<file path="src/rtl/squared_matrix_vector_accumulate_assert.svh">
// Assertion macros shared by the squared matrix-vector accumulate RTL.
// No dependencies; included by the files that carry concurrent assertions.
`ifndef SQUARED_MATRIX_VECTOR_ACCUMULATE_ASSERT_SVH
`define SQUARED_MATRIX_VECTOR_ACCUMULATE_ASSERT_SVH

// Same-cycle implication, disabled while reset is high.
`define SMVA_ASSERT_IMPLY(label, clk, rst, ante, cons) \
   label: assert property (@(posedge clk) disable iff (rst) (ante) |-> (cons)) \
      else $error("smva assertion failed: same-cycle implication");

// Next-cycle implication, disabled while reset is high.
`define SMVA_ASSERT_NEXT(label, clk, rst, ante, cons) \
   label: assert property (@(posedge clk) disable iff (rst) (ante) |=> (cons)) \
      else $error("smva assertion failed: next-cycle implication");

`endif

</file>
<file path="src/rtl/smva_pkg.sv">
// Types and constants of the squared matrix-vector accumulate block.
// No dependencies; used by the interfaces, smva_ctrl, smva_dp and the top module.
package smva_pkg;

   localparam int ELEMENT_W   = 16;
   localparam int WEIGHT_W    = 16;
   localparam int SQ_W        = 31;
   localparam int PROD_W      = 46;
   localparam int SUM_W       = 56;
   localparam int ROW_INDEX_W = 10;
   localparam int ROWS_CFG_W  = 11;
   localparam int COLS_CFG_W  = 16;
   localparam int CSR_INDEX_W = 4;
   localparam int CSR_DATA_W  = 16;

   localparam logic [CSR_INDEX_W-1:0] REG_ROWS_IN_USE    = CSR_INDEX_W'(0);
   localparam logic [CSR_INDEX_W-1:0] REG_COLUMNS_IN_USE = CSR_INDEX_W'(1);

   localparam logic [ROWS_CFG_W-1:0] ROWS_RESET = ROWS_CFG_W'(1024);
   localparam logic [COLS_CFG_W-1:0] COLS_RESET = COLS_CFG_W'(1);

   localparam logic signed [SUM_W-1:0] SUM_MAX = {1'b0, {(SUM_W-1){1'b1}}};
   localparam logic signed [SUM_W-1:0] SUM_MIN = {1'b1, {(SUM_W-1){1'b0}}};

   typedef enum logic [1:0] {
      ST_IDLE,
      ST_SQUARE,
      ST_SCALE,
      ST_COMMIT
   } state_type;

   // Commands from the controller to the datapath.
   typedef struct packed {
      logic load;
      logic square;
      logic scale;
      logic commit;
      logic first_col;
      logic last_col;
      logic last_row;
   } cmd_type;

   // Status from the datapath to the controller.
   typedef struct packed {
      logic out_free;
   } status_type;

endpackage

</file>
<file path="src/rtl/smva_ctrl.sv">
// Controller: item sequencing, row and column counters, configuration registers.
// Depends on smva_pkg.
module smva_ctrl #(
   parameter int MAX_ROWS = 1024
) (
   input  logic                                     clock,
   input  logic                                     reset,
   input  logic                                     req_valid,
   output logic                                     req_ready,
   input  logic                                     csr_valid,
   output logic                                     csr_ready,
   input  logic [smva_pkg::CSR_INDEX_W-1:0]         csr_index,
   input  logic [smva_pkg::CSR_DATA_W-1:0]          csr_data,
   input  smva_pkg::status_type                     status,
   output smva_pkg::cmd_type                        cmd,
   output logic [(MAX_ROWS > 1 ? $clog2(MAX_ROWS) : 1)-1:0] row_addr
);
   import smva_pkg::*;

   localparam int RW  = (MAX_ROWS > 1) ? $clog2(MAX_ROWS) : 1;
   localparam int RCW = ($clog2(MAX_ROWS + 1) > ROWS_CFG_W) ? $clog2(MAX_ROWS + 1)
                                                             : ROWS_CFG_W;

   state_type               state_ff, state_in;
   logic [RW-1:0]           row_ff, row_in;
   logic [COLS_CFG_W-1:0]   col_ff, col_in;
   logic [ROWS_CFG_W-1:0]   rows_cfg_ff;
   logic [COLS_CFG_W-1:0]   cols_cfg_ff;
   logic [RCW-1:0]          eff_rows;
   logic [COLS_CFG_W-1:0]   eff_cols;
   logic                    last_row;
   logic                    last_col;

   // Zero rows acts as one, and a count above the memory depth is clamped to it.
   always_comb begin
      if (rows_cfg_ff == '0) begin
         eff_rows = RCW'(1);
      end else if (RCW'(rows_cfg_ff) > RCW'(MAX_ROWS)) begin
         eff_rows = RCW'(MAX_ROWS);
      end else begin
         eff_rows = RCW'(rows_cfg_ff);
      end
      eff_cols = (cols_cfg_ff == '0) ? COLS_CFG_W'(1) : cols_cfg_ff;
   end

   // A counter at or past its limit counts as on the last row or column.
   assign last_row = (RCW'(row_ff) + RCW'(1)) >= eff_rows;
   assign last_col = ((COLS_CFG_W+1)'(col_ff) + (COLS_CFG_W+1)'(1))
                     >= (COLS_CFG_W+1)'(eff_cols);

   assign csr_ready = 1'b1;

   always_ff @(posedge clock) begin
      if (reset) begin
         rows_cfg_ff <= ROWS_RESET;
         cols_cfg_ff <= COLS_RESET;
      end else if (csr_valid && csr_ready) begin
         case (csr_index)
            REG_ROWS_IN_USE: begin
               rows_cfg_ff <= csr_data[ROWS_CFG_W-1:0];
            end
            REG_COLUMNS_IN_USE: begin
               cols_cfg_ff <= csr_data[COLS_CFG_W-1:0];
            end
            default: begin
            end
         endcase
      end
   end

   always_comb begin
      state_in = state_ff;
      case (state_ff)
         ST_IDLE: begin
            if (req_valid) begin
               state_in = ST_SQUARE;
            end
         end
         ST_SQUARE: begin
            state_in = ST_SCALE;
         end
         ST_SCALE: begin
            state_in = ST_COMMIT;
         end
         ST_COMMIT: begin
            if (!last_col || status.out_free) begin
               state_in = ST_IDLE;
            end
         end
         default: begin
            state_in = ST_IDLE;
         end
      endcase
   end

   always_comb begin
      req_ready     = 1'b0;
      cmd           = '0;
      cmd.first_col = (col_ff == '0);
      cmd.last_col  = last_col;
      cmd.last_row  = last_row;
      case (state_ff)
         ST_IDLE: begin
            req_ready = 1'b1;
            cmd.load  = req_valid;
         end
         ST_SQUARE: begin
            cmd.square = 1'b1;
         end
         ST_SCALE: begin
            cmd.scale = 1'b1;
         end
         ST_COMMIT: begin
            cmd.commit = !last_col || status.out_free;
         end
         default: begin
         end
      endcase
   end

   always_comb begin
      row_in = row_ff;
      col_in = col_ff;
      if (cmd.commit) begin
         if (last_row) begin
            row_in = '0;
            col_in = last_col ? '0 : col_ff + COLS_CFG_W'(1);
         end else begin
            row_in = row_ff + RW'(1);
         end
      end
   end

   always_ff @(posedge clock) begin
      if (reset) begin
         state_ff <= ST_IDLE;
         row_ff   <= '0;
         col_ff   <= '0;
      end else begin
         state_ff <= state_in;
         row_ff   <= row_in;
         col_ff   <= col_in;
      end
   end

   assign row_addr = row_ff;
endmodule

</file>
<file path="config.mk">
export PLATFORM = sky130hd
export DESIGN_NAME = smva_ctrl
export DESIGN_NICKNAME = d
export VERILOG_FILES = /design/src/rtl/squared_matrix_vector_accumulate_assert.svh /design/src/rtl/smva_pkg.sv /design/src/rtl/smva_ctrl.sv
export SDC_FILE = /design/constraint.sdc
export NUM_CORES = 1
export LEC_CHECK = 0
export ABC_CLOCK_PERIOD_IN_PS = 9500
export BUFFER_PORTS_ARGS = -buffer_cell sky130_fd_sc_hd__buf_2
export CORE_UTILIZATION = 50
export CTS_BUF_LIST = sky130_fd_sc_hd__clkbuf_4 sky130_fd_sc_hd__clkbuf_8 sky130_fd_sc_hd__clkbuf_16
export CTS_CLUSTER_DIAMETER = 150
export DETAILED_ROUTE_END_ITERATION = 7
export PLACE_DENSITY = 0.7
export SYNTH_ARGS = -nofsm -noshare
export SYNTH_HDL_FRONTEND = slang
export SYNTH_SLANG_ARGS = --single-unit
</file>
<file path="constraint.sdc">
create_clock -name clock -period 9.5 [get_ports clock]
set_input_delay 1.425 -clock clock [delete_from_list [all_inputs] [get_ports clock]]
set_output_delay 1.425 -clock clock [all_outputs]
set_load 0.02 [all_outputs]
</file>
==> out/metrics.yaml <==
die:
  die_h_microns: 87.10
  rows: 30
  io_pins: 44
  die_w_microns: 87.10
  core_sq_mm: 0.006907
  die_area_sq_mm: 0.007586
  start_util: 0.5243
global_route:
  groute.usage.overall: 0.2282
  antenna_found_initial: 0
  overflow: 0
  grt_pass1_wl_mm: 13.61
  grt_max_degree: 51
  grt_pass1_vias: 2899
critical_path:
  critPathKind: "flop to output pin"
  reg2regPathDepth: 14
  cpPeakStageDelay_ns: 0.51
  cp_num_buf_inv: 3
  cp_top_family: "buffers and inverters"
  crit_path_top_delay_cell: "a32o_1"
  crit_arrival_ns: 3.59
  crit_path_end_kind: "output pin"
  worst-path-max-fanout: 10
  path_cells: "ha_1 -> and3_1 -> nand3_1 -> inv_1 -> nand3_1 -> xnor2_1 -> ha_1 -> nand3_1 -> nor3_1 -> o31ai_1 -> a32o_1 -> clkinv_1 -> buf_2"
  cp-start-kind: "flop"
  cp_num_cells: 13
  crit_path_frequent_cell: "nand3_1"
  cp_data_required_time_ns: 8.08
power:
  power.share.combinational: 0.152
  seq_power_share: 0.531
  p_clk_frac: 0.317
  ir_drop_uv: 55.26
  p_int_mw: 0.3176
  power.switching_mw: 0.1357
  p_leak_nw: 1.680
  powerDensity_mw_per_mm2: 115.2
  p_sw_frac: 0.2993
clock_network:
  cts_tree: "built"
  clock_latency_ns: 0.33
  cts_buffers: 5
  cts_max_path_buffers: 2
  cts_setup_buffers: 0
  clk_pin_slew_worst_paths_ns: 0.12
  root_buffer: "clkbuf_8"
  cts_num_sinks: 55
  cts_resized: 0
  cts-htree-levels: 2
  cts_hold_buf: 0
final_layout:
  layout-drive-gt1-share: 0.1575
  syn2layout_area_growth_pct: 8.673
  nets: 515
  stdcell_count: 553
  final_core_util: 0.5697
  antenna_cells: 0
yosys:
  synth_area_leaders: "dfxtp_1 (30%), ha_1 (12%), mux2i_1 (7.5%), nand2_1 (5.1%), inv_1 (3.8%)"
  yosys_warnings: 0
  ys_seq_elements: 55
  synth_edf_count: 0
  synth_compound_gate_area_share: 0.1576
  syn_inst: 426
  syn_nets: 485
  syn_area_sq_mm: 0.003621
  syn_avg_cell_area_sq_um: 8.500
  synth_top_area_frac: 0.3041
  synth_top_family_by_area: "simple AND/OR/NAND/NOR gates"
  synth-simple-area-share: 0.2201
  synthAdderAreaFrac: 0.1175
  synth-xor-area-share: 0.04838
  synth.largest_area_cell: "dfxtp_1"
  synth_seq_area_share: 0.3041
  synthArstFlopShare: 0
  synth_mux_area_frac: 0.07464
  synth.distinct_cells: 60
  synth-main-ff-cell: "dfxtp_1"
detailed_routing:
  dr_total_vias: 3119
  drt_iter0_markers: 153
  drtAntennaViolNets: 0
  wl_per_cell_microns: 14.60
  via_per_inst: 5.640
  drt_pass1_iterations: 4
  wl_mm: 8.076
  drcViolationCount: 0
timing:
  rsz0062_at_grt: "false"
  slew_headroom: 0.3216
  setup_tns_ns: 0
  clock_skew_ns: 0.01473
  finalHoldViolCount: 0
  min_period_ns: 5.016
  drv_slew: 0
  max_freq_mhz: 199.3
  setup_viol_count_final: 0
  fin_crit_sh: 0.5280
  worstMarginPinSlew_ns: 1.016
outcome:
  status: "finished clean"
place:
  portBuffers: 42
  globalplace.congestion: 0.8665
  hpwlAfterDp_mm: 6.050
  dp_cells: 545
worst_hold_path:
  min_path_type: "flop to flop"
  holdPathStages: 2
flow_run:
  max_cap_viol_count: 0
-- power by group through the flow --
| stage | sequential [mW] | combinational [mW] | clock (mW) |
|---|---|---|---|
| 5_1_grt | 0.241 | 0.0769 | 0.156 |
| 4_1_cts | 0.241 | 0.0686 | 0.148 |
| 6_report | 0.241 | 0.0688 | 0.144 |
| 2_1_floorplan | 0.245 | 0.0507 | 0 |
| 3_5_place_dp | 0.246 | 0.0683 | 0 |
| 3_3_place_gp | 0.245 | 0.0670 | 0 |
-- flip-flops by register name (all words and copies together), names as in the netlist --
signal	count
rows_cfg_ff	11
row_addr	10
cols_cfg_ff	16
col_ff	16
state_ff	2
-- cells by family (layout without fill, tap and decap cells) --
family / Yosys count / in the layout
other cells: 1 / 1
compound gates: 70 / 70
xor+xnor: 20 / 20
mux: 27 / 27
buf+inv: 59 / 90
flops: 55 / 55
simple gates: 160 / 160
fa+ha+maj: 34 / 34
-- worst register-to-register path, stage by stage, from the launching register on --
cell	delay, ns
dfxtp_1	0.47
ha_1	0.26
and3_1	0.26
nand3_1	0.16
inv_1	0.11
nand3_1	0.15
xnor2_1	0.17
ha_1	0.30
nand3_1	0.09
nor3_1	0.05
o31ai_1	0.06
a32o_1	0.51
clkinv_1	0.41
nand3_1	0.53
o32ai_1	0.20
-- cell usage in the layout, fill, tap and decap left out, types with 6 or more instances in the layout --
cell type  count
o22ai_1        6
o21ai_0        6
mux2i_1       27
nand2_1       49
xnor2_1       13
inv_1         37
nor3_1        13
nor4_1         8
buf_2         42
nor2_1        36
nand3_1       22
dfxtp_1       55
o32ai_1       11
xor2_1         7
a21oi_1       12
ha_1          34
-- synth_stat cells (all sizes together), types with 4 or more instances --
master and n:
dfxtp 55, nand2 49, inv 37, nor2 36
ha 34, mux2i 27, nand3 23, o32ai 15
a21oi 14, nor3 13, xnor2 13, buf 11
clkbuf 10, nor4 9, o21ai 8, xor2 7
nand4 6, o22ai 6, a32o 5, or3 4
-- layout make-up --
class / instances / area, sq um
multi-input cells: 312 / 2248
inverters: 38 / 142.6
repair buffers: 44 / 225.2
clock buffers: 5 / 68.82
fillers: 654 / 2972
clock inverters: 3 / 28.78
flip-flops and latches: 55 / 1101
well taps: 96 / 120.1
-- layer usage --
metal	GRT usage	vias to the layer above	routed length, microns
li1	-	1574	-
met4	0.05961	0	92
met1	0.3118	1464	3929
met5	0	-	0
met3	0.03223	8	368
met2	0.3780	73	3685
-- path summary, 6_finish.rpt --
check | start | slack (ns) | to
max | row_addr[0]$_SDFFE_PP0P_ | 4.48 | cmd[0]
min | cols_cfg_ff[0]$_SDFFE_PP1P_ | 0.50 | cols_cfg_ff[0]$_SDFFE_PP1P_
max reg2reg | row_addr[0]$_SDFFE_PP0P_ | 5.63 | col_ff[3]$_SDFFE_PP0P_
min reg2reg | cols_cfg_ff[0]$_SDFFE_PP1P_ | 0.50 | cols_cfg_ff[0]$_SDFFE_PP1P_
-- stage by stage --
stage               setup slack (ns)  hold slack [ns]  power, mW  area (sq um)
global placement               4.998           0.4691     0.3125          3837
global route                   4.211           0.5390     0.4748          3935
detailed placement             4.887           0.4811     0.3144          3837
floorplan                      5.260           0.4466     0.2961          3621
finish                         4.484           0.5007     0.4533          3935
CTS                            4.504           0.5097     0.4576          3935
No activity file was read; power rests on OpenSTA's default activity.
